### src/rtl/ahp_pkg.sv
// ahp_pkg: shared types, codes and lookup tables of the audio header probe
`timescale 1ns / 1ps
package ahp_pkg;

    localparam logic [1:0] ST_OK      = 2'd0;
    localparam logic [1:0] ST_CORRUPT = 2'd1;
    localparam logic [1:0] ST_UNSUP   = 2'd2;

    localparam logic KIND_WAV = 1'b0;
    localparam logic KIND_MP3 = 1'b1;

    localparam logic [31:0] TAG_FMT  = 32'h666D_7420;
    localparam logic [31:0] TAG_DATA = 32'h6461_7461;
    localparam logic [31:0] SAT32    = 32'hFFFF_FFFF;

    localparam int NUM_W = 42;
    localparam int DEN_W = 18;
    localparam logic [5:0] DIV_LAST = 6'(NUM_W - 1);

    typedef enum logic [2:0] {
        PH_RIFF, PH_HEAD, PH_FMT, PH_SKIP, PH_DATA, PH_BAD
    } t_phase;

    typedef enum logic [1:0] {
        BK_IDLE, BK_EVAL, BK_DIV, BK_DONE
    } t_back_state;

    // summary of one closed stream, handed from front to back
    typedef struct packed {
        logic        riff_ok;
        logic        phase_riff;
        logic        fmt_cut;
        logic [2:0]  seen;
        logic [15:0] format_code;
        logic [15:0] chan_field;
        logic [31:0] rate_field;
        logic [15:0] sample_bits;
        logic [31:0] wav_off;
        logic [31:0] wav_len;
        logic        sync_found;
        logic [31:0] sync_pos;
        logic [23:0] frame_header;
        logic [31:0] size;
    } t_probe_rec;

    function automatic logic [7:0] riff_magic(input logic [1:0] idx);
        logic [7:0] v;
        case (idx)
            2'd0:    v = 8'h52;
            2'd1:    v = 8'h49;
            default: v = 8'h46;
        endcase
        return v;
    endfunction

    function automatic logic [7:0] wave_magic(input logic [1:0] idx);
        logic [7:0] v;
        case (idx)
            2'd0:    v = 8'h57;
            2'd1:    v = 8'h41;
            2'd2:    v = 8'h56;
            default: v = 8'h45;
        endcase
        return v;
    endfunction

    function automatic logic [8:0] kbps_lookup(input logic v1, input logic [3:0] br);
        logic [8:0] k;
        if (v1) begin
            case (br)
                4'd1:  k = 9'd32;  4'd2:  k = 9'd40;  4'd3:  k = 9'd48;
                4'd4:  k = 9'd56;  4'd5:  k = 9'd64;  4'd6:  k = 9'd80;
                4'd7:  k = 9'd96;  4'd8:  k = 9'd112; 4'd9:  k = 9'd128;
                4'd10: k = 9'd160; 4'd11: k = 9'd192; 4'd12: k = 9'd224;
                4'd13: k = 9'd256; 4'd14: k = 9'd320;
                default: k = 9'd0;
            endcase
        end else begin
            case (br)
                4'd1:  k = 9'd8;   4'd2:  k = 9'd16;  4'd3:  k = 9'd24;
                4'd4:  k = 9'd32;  4'd5:  k = 9'd40;  4'd6:  k = 9'd48;
                4'd7:  k = 9'd56;  4'd8:  k = 9'd64;  4'd9:  k = 9'd80;
                4'd10: k = 9'd96;  4'd11: k = 9'd112; 4'd12: k = 9'd128;
                4'd13: k = 9'd144; 4'd14: k = 9'd160;
                default: k = 9'd0;
            endcase
        end
        return k;
    endfunction

    // rate code 3 folds onto code 0
    function automatic logic [15:0] mp3_rate(input logic [1:0] mpeg, input logic [1:0] sr);
        logic [15:0] r;
        case ({mpeg, sr})
            4'b00_00, 4'b00_11: r = 16'd44100;
            4'b00_01:           r = 16'd48000;
            4'b00_10:           r = 16'd32000;
            4'b01_00, 4'b01_11: r = 16'd22050;
            4'b01_01:           r = 16'd24000;
            4'b01_10:           r = 16'd16000;
            4'b10_01:           r = 16'd12000;
            4'b10_10:           r = 16'd8000;
            default:            r = 16'd11025;
        endcase
        return r;
    endfunction

endpackage

### src/rtl/ahp_front.sv
// ahp_front: byte parser tracking the riff chunk walk and the mp3 sync search
`timescale 1ns / 1ps
module ahp_front
    import ahp_pkg::*;
(
    input  logic       i_clk,
    input  logic       i_rst_n,
    input  logic       i_accept,
    input  logic [7:0] i_data_byte,
    input  logic       i_last_byte,
    output logic       o_push,
    output t_probe_rec o_rec
);

    logic [31:0] r_byte_count, n_byte_count;
    logic        r_riff_ok, n_riff_ok;
    t_phase      r_phase, n_phase;
    logic [31:0] r_tag, n_tag;
    logic [31:0] r_len, n_len;
    logic [31:0] r_cpos, n_cpos;
    logic [15:0] r_format, n_format;
    logic [15:0] r_chan, n_chan;
    logic [31:0] r_rate, n_rate;
    logic [15:0] r_bits, n_bits;
    logic [2:0]  r_seen, n_seen;
    logic [31:0] r_woff, n_woff;
    logic [31:0] r_wlen, n_wlen;
    logic [23:0] r_win, n_win;
    logic        r_found, n_found;
    logic [31:0] r_spos, n_spos;
    logic [23:0] r_fh, n_fh;

    always_comb begin
        logic [31:0] pos;
        logic [7:0]  b;
        logic [2:0]  idx;
        logic [32:0] padded;
        logic [7:0]  b0;
        logic [7:0]  b1;
        logic        riff;
        pos = r_byte_count;
        b   = i_data_byte;
        idx = r_cpos[2:0];
        padded = ({1'b0, r_len} + 33'd1) & ~33'd1;
        b0 = r_win[15:8];
        b1 = r_win[7:0];
        riff = r_riff_ok;

        n_byte_count = r_byte_count;
        n_riff_ok = r_riff_ok;
        n_phase = r_phase;
        n_tag = r_tag;
        n_len = r_len;
        n_cpos = r_cpos;
        n_format = r_format;
        n_chan = r_chan;
        n_rate = r_rate;
        n_bits = r_bits;
        n_seen = r_seen;
        n_woff = r_woff;
        n_wlen = r_wlen;
        n_win = r_win;
        n_found = r_found;
        n_spos = r_spos;
        n_fh = r_fh;
        o_push = 1'b0;
        o_rec = '0;

        if (i_accept) begin
            case (r_phase)
                PH_RIFF: begin
                    if (pos < 32'd4 && b != riff_magic(pos[1:0])) riff = 1'b0;
                    if (pos >= 32'd8 && pos < 32'd12 && b != wave_magic(pos[1:0]))
                        riff = 1'b0;
                    n_riff_ok = riff;
                    if (pos >= 32'd11) n_phase = riff ? PH_HEAD : PH_BAD;
                end
                PH_HEAD: begin
                    if (idx == 3'd0) begin
                        n_tag = {24'd0, b};
                        n_len = '0;
                    end else if (idx < 3'd4) begin
                        n_tag = {r_tag[23:0], b};
                    end else begin
                        n_len[8*idx[1:0] +: 8] = b;
                    end
                    if (idx < 3'd7) begin
                        n_cpos = {29'd0, idx + 3'd1};
                    end else begin
                        // chunk header complete
                        n_cpos = '0;
                        if (n_tag == TAG_FMT) begin
                            if (n_len < 32'd16) begin
                                n_phase = PH_BAD;
                                n_seen[2] = 1'b1;
                            end else begin
                                n_phase = PH_FMT;
                            end
                        end else if (n_tag == TAG_DATA) begin
                            n_woff = (pos == SAT32) ? SAT32 : pos + 32'd1;
                            n_wlen = n_len;
                            n_seen[1] = 1'b1;
                            n_phase = PH_DATA;
                        end else begin
                            n_phase = (n_len == 32'd0) ? PH_HEAD : PH_SKIP;
                        end
                    end
                end
                PH_FMT, PH_SKIP: begin
                    if (r_phase == PH_FMT) begin
                        case (r_cpos)
                            32'd0:  n_format = {8'd0, b};
                            32'd1:  n_format[15:8] = b;
                            32'd2:  n_chan = {8'd0, b};
                            32'd3:  n_chan[15:8] = b;
                            32'd4:  n_rate = {24'd0, b};
                            32'd5:  n_rate[15:8] = b;
                            32'd6:  n_rate[23:16] = b;
                            32'd7:  n_rate[31:24] = b;
                            32'd14: n_bits = {8'd0, b};
                            32'd15: begin
                                n_bits[15:8] = b;
                                n_seen[0] = 1'b1;
                            end
                            default: ;
                        endcase
                    end
                    // padded body walk
                    if ({1'b0, r_cpos} + 33'd1 >= padded) begin
                        n_phase = PH_HEAD;
                        n_cpos = '0;
                    end else begin
                        n_cpos = r_cpos + 32'd1;
                    end
                end
                default: ;
            endcase

            n_win = {r_win[15:0], b};
            if (!r_found && pos >= 32'd2) begin
                if (b0 == 8'hFF && b1[7:5] == 3'b111 && b1[2:1] == 2'b01 &&
                    b[3:2] != 2'b11 && b1[4:3] != 2'b01) begin
                    n_found = 1'b1;
                    n_spos = pos - 32'd2;
                    n_fh = {b1, b, 8'd0};
                end
            end else if (r_found && {1'b0, pos} == {1'b0, r_spos} + 33'd3) begin
                n_fh[7:0] = b;
            end

            if (r_byte_count != SAT32) n_byte_count = r_byte_count + 32'd1;

            if (i_last_byte) begin
                o_push = 1'b1;
                o_rec.riff_ok = n_riff_ok;
                o_rec.phase_riff = (n_phase == PH_RIFF);
                o_rec.fmt_cut = (n_phase == PH_FMT) && (n_cpos < 32'd16);
                o_rec.seen = n_seen;
                o_rec.format_code = n_format;
                o_rec.chan_field = n_chan;
                o_rec.rate_field = n_rate;
                o_rec.sample_bits = n_bits;
                o_rec.wav_off = n_woff;
                o_rec.wav_len = n_wlen;
                o_rec.sync_found = n_found;
                o_rec.sync_pos = n_spos;
                o_rec.frame_header = n_fh;
                o_rec.size = n_byte_count;
                // next stream starts clean
                n_byte_count = '0;
                n_riff_ok = 1'b1;
                n_phase = PH_RIFF;
                n_tag = '0;
                n_len = '0;
                n_cpos = '0;
                n_format = '0;
                n_chan = '0;
                n_rate = '0;
                n_bits = '0;
                n_seen = '0;
                n_woff = '0;
                n_wlen = '0;
                n_win = '0;
                n_found = 1'b0;
                n_spos = '0;
                n_fh = '0;
            end
        end
    end

    always_ff @(posedge i_clk) begin
        if (!i_rst_n) begin
            r_byte_count <= '0;
            r_riff_ok <= 1'b1;
            r_phase <= PH_RIFF;
            r_tag <= '0;
            r_len <= '0;
            r_cpos <= '0;
            r_format <= '0;
            r_chan <= '0;
            r_rate <= '0;
            r_bits <= '0;
            r_seen <= '0;
            r_woff <= '0;
            r_wlen <= '0;
            r_win <= '0;
            r_found <= 1'b0;
            r_spos <= '0;
            r_fh <= '0;
        end else begin
            r_byte_count <= n_byte_count;
            r_riff_ok <= n_riff_ok;
            r_phase <= n_phase;
            r_tag <= n_tag;
            r_len <= n_len;
            r_cpos <= n_cpos;
            r_format <= n_format;
            r_chan <= n_chan;
            r_rate <= n_rate;
            r_bits <= n_bits;
            r_seen <= n_seen;
            r_woff <= n_woff;
            r_wlen <= n_wlen;
            r_win <= n_win;
            r_found <= n_found;
            r_spos <= n_spos;
            r_fh <= n_fh;
        end
    end

endmodule

### src/rtl/ahp_queue.sv
// ahp_queue: two-entry queue of stream summaries between front and back
`timescale 1ns / 1ps
module ahp_queue
    import ahp_pkg::*;
(
    input  logic       i_clk,
    input  logic       i_rst_n,
    input  logic       i_push,
    input  t_probe_rec i_rec,
    input  logic       i_pop,
    output t_probe_rec o_rec,
    output logic       o_full,
    output logic       o_empty
);

    t_probe_rec r_mem [2];
    logic       r_wr, r_rd;
    logic [1:0] r_cnt, n_cnt;

    assign o_full  = (r_cnt == 2'd2);
    assign o_empty = (r_cnt == 2'd0);
    assign o_rec   = r_mem[r_rd];

    always_comb begin
        n_cnt = r_cnt;
        if (i_push && !i_pop) n_cnt = r_cnt + 2'd1;
        else if (!i_push && i_pop) n_cnt = r_cnt - 2'd1;
    end

    always_ff @(posedge i_clk) begin
        if (i_push) r_mem[r_wr] <= i_rec;
    end

    always_ff @(posedge i_clk) begin
        if (!i_rst_n) begin
            r_wr <= 1'b0;
            r_rd <= 1'b0;
            r_cnt <= '0;
        end else begin
            if (i_push) r_wr <= ~r_wr;
            if (i_pop) r_rd <= ~r_rd;
            r_cnt <= n_cnt;
        end
    end

endmodule

### src/rtl/ahp_back.sv
// ahp_back: result evaluation, duration divider and output register
`timescale 1ns / 1ps
module ahp_back
    import ahp_pkg::*;
(
    input  logic        i_clk,
    input  logic        i_rst_n,
    input  t_probe_rec  i_rec,
    input  logic        i_empty,
    output logic        o_pop,
    input  logic        i_ready,
    output logic        o_valid,
    output logic [1:0]  o_status,
    output logic        o_stream_kind,
    output logic [1:0]  o_channel_count,
    output logic [15:0] o_sample_rate_hz,
    output logic [31:0] o_data_offset,
    output logic [31:0] o_data_length,
    output logic [31:0] o_duration_ms
);

    t_back_state r_state, n_state;
    t_probe_rec  r_rec;
    logic [1:0]  r_status;
    logic        r_kind;
    logic [1:0]  r_chan;
    logic [15:0] r_rate;
    logic [31:0] r_off, r_len;
    logic [NUM_W-1:0] r_num;
    logic [DEN_W-1:0] r_den;
    logic [DEN_W-1:0] r_rem;
    logic [5:0]  r_cnt;

    // evaluation of a popped summary
    logic [1:0]       e_status;
    logic             e_kind;
    logic [1:0]       e_chan;
    logic [15:0]      e_rate;
    logic [31:0]      e_off, e_len;
    logic [NUM_W-1:0] e_num;
    logic [DEN_W-1:0] e_den;

    always_comb begin
        logic        wav;
        logic [32:0] sum;
        logic [1:0]  ver, sr, mode, mpeg;
        logic [8:0]  kbps;
        wav = r_rec.riff_ok && !r_rec.phase_riff;
        sum = {1'b0, r_rec.wav_off} + {1'b0, r_rec.wav_len};
        ver = r_rec.frame_header[20:19];
        sr = r_rec.frame_header[11:10];
        mode = r_rec.frame_header[7:6];
        mpeg = (ver == 2'd3) ? 2'd0 : (ver == 2'd2) ? 2'd1 : 2'd2;
        kbps = kbps_lookup(mpeg == 2'd0, r_rec.frame_header[15:12]);
        e_status = ST_OK;
        e_kind = KIND_WAV;
        e_chan = '0;
        e_rate = '0;
        e_off = '0;
        e_len = '0;
        e_num = '0;
        e_den = '0;
        if (wav) begin
            if (r_rec.seen[2] || r_rec.fmt_cut || !r_rec.seen[0] || !r_rec.seen[1]) begin
                e_status = ST_CORRUPT;
            end else if (r_rec.format_code != 16'd1 ||
                         (r_rec.chan_field != 16'd1 && r_rec.chan_field != 16'd2) ||
                         r_rec.sample_bits != 16'd16 || r_rec.rate_field < 32'd8000 ||
                         r_rec.rate_field > 32'd48000) begin
                e_status = ST_UNSUP;
            end else begin
                e_chan = r_rec.chan_field[1:0];
                e_rate = r_rec.rate_field[15:0];
                e_off = r_rec.wav_off;
                e_len = r_rec.wav_len;
                if (sum > {1'b0, r_rec.size})
                    e_len = (r_rec.size >= r_rec.wav_off) ? r_rec.size - r_rec.wav_off : '0;
                // len * 1000 as shifts
                e_num = ({e_len, 10'd0}) - ({6'd0, e_len, 4'd0}) - ({7'd0, e_len, 3'd0});
                // rate * chan * 2
                e_den = (e_chan == 2'd2) ? {r_rec.rate_field[15:0], 2'd0}
                                         : {1'b0, r_rec.rate_field[15:0], 1'b0};
            end
        end else if (!r_rec.sync_found ||
                     {2'd0, r_rec.size} < {2'd0, r_rec.sync_pos} + 34'd4) begin
            e_status = ST_CORRUPT;
        end else begin
            e_kind = KIND_MP3;
            e_chan = (mode == 2'd3) ? 2'd1 : 2'd2;
            e_rate = mp3_rate(mpeg, sr);
            e_off = r_rec.sync_pos;
            e_len = r_rec.size - r_rec.sync_pos;
            e_num = {7'd0, e_len, 3'd0};
            e_den = {9'd0, kbps};
        end
    end

    // restoring divider step
    logic [DEN_W:0] d_shift;
    logic           d_fit;
    assign d_shift = {r_rem, r_num[NUM_W-1]};
    assign d_fit = d_shift >= {1'b0, r_den};

    always_comb begin
        n_state = r_state;
        case (r_state)
            BK_IDLE: if (!i_empty) n_state = BK_EVAL;
            BK_EVAL: n_state = (e_status == ST_OK && e_den != '0) ? BK_DIV : BK_DONE;
            BK_DIV:  if (r_cnt == 6'd0) n_state = BK_DONE;
            BK_DONE: if (i_ready) n_state = BK_IDLE;
            default: n_state = BK_IDLE;
        endcase
    end

    always_comb begin
        o_pop = (r_state == BK_IDLE) && !i_empty;
        o_valid = (r_state == BK_DONE);
    end

    assign o_status = r_status;
    assign o_stream_kind = r_kind;
    assign o_channel_count = r_chan;
    assign o_sample_rate_hz = r_rate;
    assign o_data_offset = r_off;
    assign o_data_length = r_len;
    assign o_duration_ms = r_num[31:0];

    always_ff @(posedge i_clk) begin
        if (!i_rst_n) begin
            r_state <= BK_IDLE;
        end else begin
            r_state <= n_state;
        end
    end

    always_ff @(posedge i_clk) begin
        if (o_pop) r_rec <= i_rec;
        case (r_state)
            BK_EVAL: begin
                r_status <= e_status;
                r_kind <= e_kind;
                r_chan <= e_chan;
                r_rate <= e_rate;
                r_off <= e_off;
                r_len <= e_len;
                r_num <= (e_den != '0) ? e_num : '0;
                r_den <= e_den;
                r_rem <= '0;
                r_cnt <= DIV_LAST;
            end
            BK_DIV: begin
                r_rem <= d_fit ? DEN_W'(d_shift - {1'b0, r_den}) : d_shift[DEN_W-1:0];
                r_num <= {r_num[NUM_W-2:0], d_fit};
                r_cnt <= r_cnt - 6'd1;
            end
            default: ;
        endcase
    end

    assert property (@(posedge i_clk) disable iff (!i_rst_n)
        r_state == BK_DIV |-> r_den != '0)
        else $error("divider running with zero divisor");

    assert property (@(posedge i_clk) disable iff (!i_rst_n)
        o_valid && o_status != ST_OK |-> o_channel_count == 2'd0 &&
            o_sample_rate_hz == 16'd0 && o_data_length == 32'd0 && o_duration_ms == 32'd0)
        else $error("failed stream carries nonzero fields");

    assert property (@(posedge i_clk) disable iff (!i_rst_n)
        $rose(o_valid) |-> $past(r_state) == BK_DIV || $past(r_state) == BK_EVAL)
        else $error("result shown without evaluation");

    assert property (@(posedge i_clk) disable iff (!i_rst_n)
        o_pop |=> r_state == BK_EVAL)
        else $error("popped summary not evaluated");

endmodule

### src/rtl/audio_header_probe_unit.sv
// audio_header_probe_unit: top level of the wav / mp3 header probe
//
//  channel | signals                                   | dir
//  --------+-------------------------------------------+-----
//  in      | i_valid, o_ready, i_data_byte, i_last_byte | in
//  out     | o_valid, i_ready, o_status .. o_duration_ms | out
//
// the front takes one byte word per cycle; o_ready drops only while two
// closed streams wait in the queue. after the last byte of a stream the
// back pops its summary, evaluates it and, when a duration is divided, runs
// the bit-serial duration divider, which is skipped otherwise.
// results wait in the output register until taken.
// synchronous active-low reset clears the parser, queue and back state.
`timescale 1ns / 1ps
module audio_header_probe_unit
    import ahp_pkg::*;
(
    input  logic        i_clk,
    input  logic        i_rst_n,
    input  logic        i_valid,
    output logic        o_ready,
    input  logic [7:0]  i_data_byte,
    input  logic        i_last_byte,
    output logic        o_valid,
    input  logic        i_ready,
    output logic [1:0]  o_status,
    output logic        o_stream_kind,
    output logic [1:0]  o_channel_count,
    output logic [15:0] o_sample_rate_hz,
    output logic [31:0] o_data_offset,
    output logic [31:0] o_data_length,
    output logic [31:0] o_duration_ms
);

    logic       push, pop, full, empty;
    t_probe_rec front_rec, queue_rec;

    assign o_ready = !full;

    ahp_front u_front (
        .i_clk       (i_clk),
        .i_rst_n     (i_rst_n),
        .i_accept    (i_valid && o_ready),
        .i_data_byte (i_data_byte),
        .i_last_byte (i_last_byte),
        .o_push      (push),
        .o_rec       (front_rec)
    );

    ahp_queue u_queue (
        .i_clk   (i_clk),
        .i_rst_n (i_rst_n),
        .i_push  (push),
        .i_rec   (front_rec),
        .i_pop   (pop),
        .o_rec   (queue_rec),
        .o_full  (full),
        .o_empty (empty)
    );

    ahp_back u_back (
        .i_clk            (i_clk),
        .i_rst_n          (i_rst_n),
        .i_rec            (queue_rec),
        .i_empty          (empty),
        .o_pop            (pop),
        .i_ready          (i_ready),
        .o_valid          (o_valid),
        .o_status         (o_status),
        .o_stream_kind    (o_stream_kind),
        .o_channel_count  (o_channel_count),
        .o_sample_rate_hz (o_sample_rate_hz),
        .o_data_offset    (o_data_offset),
        .o_data_length    (o_data_length),
        .o_duration_ms    (o_duration_ms)
    );

endmodule

### config.mk
export PLATFORM = sky130hd
export DESIGN_NAME = audio_header_probe_unit
export DESIGN_NICKNAME = d
export VERILOG_FILES = /design/src/rtl/ahp_pkg.sv /design/src/rtl/ahp_front.sv /design/src/rtl/ahp_queue.sv /design/src/rtl/ahp_back.sv /design/src/rtl/audio_header_probe_unit.sv
export SDC_FILE = /design/constraint.sdc
export NUM_CORES = 2
export LEC_CHECK = 0
export ABC_AREA = 1
export BUFFER_PORTS_ARGS = -buffer_cell sky130_fd_sc_hd__buf_2
export CORE_ASPECT_RATIO = 1.2
export CORE_MARGIN = 10
export CORE_UTILIZATION = 50
export DETAILED_ROUTE_END_ITERATION = 10
export PLACE_DENSITY = 0.66
export SYNTH_ARGS = -nofsm -noshare
export SYNTH_HDL_FRONTEND = slang
export SYNTH_SLANG_ARGS = --single-unit
export TNS_END_PERCENT = 50
### constraint.sdc
create_clock -name i_clk -period 16 [get_ports i_clk]
set_input_delay 0 -clock i_clk [delete_from_list [all_inputs] [get_ports i_clk]]
set_output_delay 0 -clock i_clk [all_outputs]
set_load 0.005 [all_outputs]
==> results.tsv <==
metric	value	unit
synth_area_leaders	edfxtp_1 (39%), nand2_1 (13%), dfxtp_1 (10%), ha_1 (5.4%), inv_1 (5.0%)	
insertion_delay	790	ps
dpl.hpwl	149000	microns
fin_worst_skew	77.4	ps
num-fill-cells	11961	
rows	145	
tightest_slew	1250	ps
vias	54029	
cpMostUsedCell	nand2_1	
ys_types	69	
yosysSeqAreaShare	0.491	
avgSynthCellArea	8.33	sq um
syn2layout_area_growth	9.34	%
final_hold_viol_count	0	
arrival	9560	ps
nets	8177	
cts_buffers	118	
first_pass_iters	6	
dieWidth	351	microns
area.sequential	32200	sq um
synth_area_leader_cell	edfxtp_1	
grt_usage	0.271	
grt_max_degree	172	
antenna_left	0	
drc_errors	0	
max_freq	0.111	GHz
slowest_stage	o21ai_0	
io_pins	132	
initial_utilization	0.504	
finalCriticalPeriod	9030	ps
port_buffers	131	
drive_gt1_frac	0.0643	
end_kind	flip-flop	
hold_path.class	in -> reg	
cap_violations	0	
die_y	417	microns
drtIter0Drc	4564	
setup_tns	0	ps
synth-edff-count	843	
clk_pin_slew	70	ps
n_antenna_cell	0	
core	130000	sq um
worstSetupStartpoint	u_back.r_rec[123]	
cts_tree	done	
start_kind	flip-flop	
grt_overflow	0	
gp_congestion	1.01	
finalSetupViolations	0	
post_cts_resized	0	
synthCells	7882	
finalMaxSlewViolations	0	
synth.ff_latch_count	1187	
clock_path_buffers	3	
rsz0062_at_grt	false	
cp_max_fo	14	
multiInputGateArea	28600	sq um
timing.rr.start	u_back.r_rec[123]	
antenna_found_initial	3	
grt_pass1_vias	52180	
cp_num_buf_inv	6	
cts.sinks	1187	
criticalPathCategory	reg -> reg	
synth_top_area_frac	0.386	
slew_headroom	0.155	
status	complete, no violations	
ys.flop_type	edfxtp_1	
path_delay_family	compound AO/OA/AOI/OAI gates	
min_from	i_valid	
clockRootBuffer	clkbuf_16	
totalWireLength	203000	microns
synth_area	65600	sq um
max_stage_delay	870	ps
wl_per_cell	21.0	microns
vias_per_cell	5.60	
synthArstFlopShare	0	
fp.dieArea	146000	sq um
required	16530	ps
cts_max_level	3	
yosys_warnings	0	
grt_first_pass_wirelength	308000	microns
min_period_over_period	0.564	
synth_nets	8205	
==> cell families after synthesis <==
logic type      Yosys count  share of synthesized area
flops                  1187                      0.491
buf+inv                1246                     0.0751
compound gates         1328                      0.113
xor+xnor                239                     0.0319
fa+ha+maj               310                     0.0621
simple gates           3570                      0.227
mux                       2                   0.000305
==> what timing repair did <==
item | CTS | global route
hold buffers | 14 | 0
hold endpoints to repair | 87 | 0
endpoints found under the setup margin | 0 | 0
setup buffers | 0 | 0
==> routing by layer <==
layer / share of wire / global-route usage / up-vias
met2: 0.49 / 0.470 / 1755
met5: 0.000064 / 0 / -
met1: 0.40 / 0.323 / 25531
met3: 0.053 / 0.0321 / 511
li1: - / - / 26230
met4: 0.062 / 0.156 / 2
==> placed cells by master, fill, tap and decap left out, types with 13 or more instances in the layout <==
cell / synthesis / routed
nand3_1: 233 / 233
a31oi_1: 40 / 40
o21ai_1: 75 / 74
nand4_1: 115 / 115
clkinv_1: 8 / 18
nor2_2: 18 / 20
buf_2: 35 / 131
o21bai_1: 19 / 19
dfxtp_1: 344 / 343
nor3_1: 99 / 99
a21boi_0: 15 / 15
bufinv_16: 0 / 15
fa_1: 26 / 26
xnor2_1: 35 / 35
a22oi_1: 13 / 13
nand2_1: 2222 / 2220
a2bb2oi_1: 16 / 16
a211oi_1: 18 / 18
clkbuf_1: 248 / 18
o22ai_1: 169 / 169
a21oi_1: 537 / 536
ha_1: 284 / 281
inv_1: 873 / 869
o21ai_0: 338 / 338
buf_4: 38 / 54
o211ai_1: 13 / 13
o21a_1: 16 / 16
nor2_1: 649 / 642
nor4_1: 75 / 75
a21o_1: 18 / 18
clkinv_2: 0 / 18
or2_1: 64 / 64
clkbuf_8: 0 / 18
or2_2: 38 / 38
xor2_1: 204 / 204
clkbuf_16: 0 / 118
inv_2: 15 / 15
dlygate4sd3_1: 0 / 14
edfxtp_1: 843 / 843
==> worst reg2reg max path: cells and delay by family, from the launching register on <==
kind,cells,cell delay (ps)
AO/OA/AOI/OAI,13,3720
XOR/XNOR,1,150
adder cells (fa/ha/maj),4,1500
buffers and inverters,6,790
flip-flops,1,420
AND/OR/NAND/NOR,22,2210
==> synthesized netlist by cell type, drive strengths merged (10+ instances only) <==
cell type	number
dfxtp	344
nand4	118
o21a	16
edfxtp	843
a21oi	538
nand3	233
o211ai	13
a2bb2oi	16
a21o	18
nor3	112
nand3b	10
a21boi	15
nand2	2231
nor4	80
nor2	668
inv	888
o22ai	169
or2	102
xor2	204
clkbuf	248
o21bai	19
xnor2	35
a31oi	40
a22oi	13
buf	102
o21ai	415
ha	284
a211oi	18
fa	26
==> final timing paths <==
| path | end | slack, ps | cells past startpoint |
|---|---|---|---|
| max reg2reg | u_back.r_num[41] | 6970 | 46 |
| min | u_front.r_format[13] | 190 | 5 |
| min reg2reg | u_front.r_wlen[4] | 460 | 2 |
| max | u_back.r_num[41] | 6970 | 46 |
==> registers in the layout, indices dropped and copies added (netlist names), 6 cells and up <==
register / count
u_back.o_data_offset: 32
u_front.r_cpos: 32
u_back.r_rem: 18
u_front.r_bits: 16
u_queue.r_mem: 450
u_front.r_len: 32
u_front.r_win: 16
u_front.r_byte_count: 32
u_front.r_fh: 10
u_front.r_wlen: 32
u_back.r_num: 42
u_back.r_rec: 225
u_front.r_chan: 16
u_front.r_spos: 32
u_back.r_cnt: 6
u_back.o_data_length: 32
u_back.r_den: 17
u_front.r_format: 16
u_front.r_tag: 32
u_back.o_sample_rate_hz: 16
u_front.r_rate: 32
u_front.r_woff: 32
==> through the flow <==
| step | std cells | hold WS, ps | utilization | setup slack, ps | cell area, sq um |
|---|---|---|---|---|---|
| finish | 9650 | 186 | 0.551 | 6970 | 71800 |
| global route | 9650 | 212 | 0.551 | 6300 | 71800 |
| CTS | 9650 | 139 | 0.551 | 7020 | 71800 |
| detailed placement | 9410 | 398 | 0.518 | 7020 | 67400 |
| global placement | 9410 | 396 | 0.518 | 7020 | 67400 |
| floorplan | 7882 | 123 | - | 2920 | 65600 |
==> area by class of cell <==
cell class,instances,share of cell area
clock buffer,155,0.0456
clock inverter,71,0.0129
inverter,896,0.0471
multi-input combinational,5449,0.398
sequential,1187,0.449
tap,1690,0.0295
timing repair buffer,202,0.0176
Power is not shown: default switching activity piles up to over one toggle a cycle in this logic, so the estimate is an artifact.
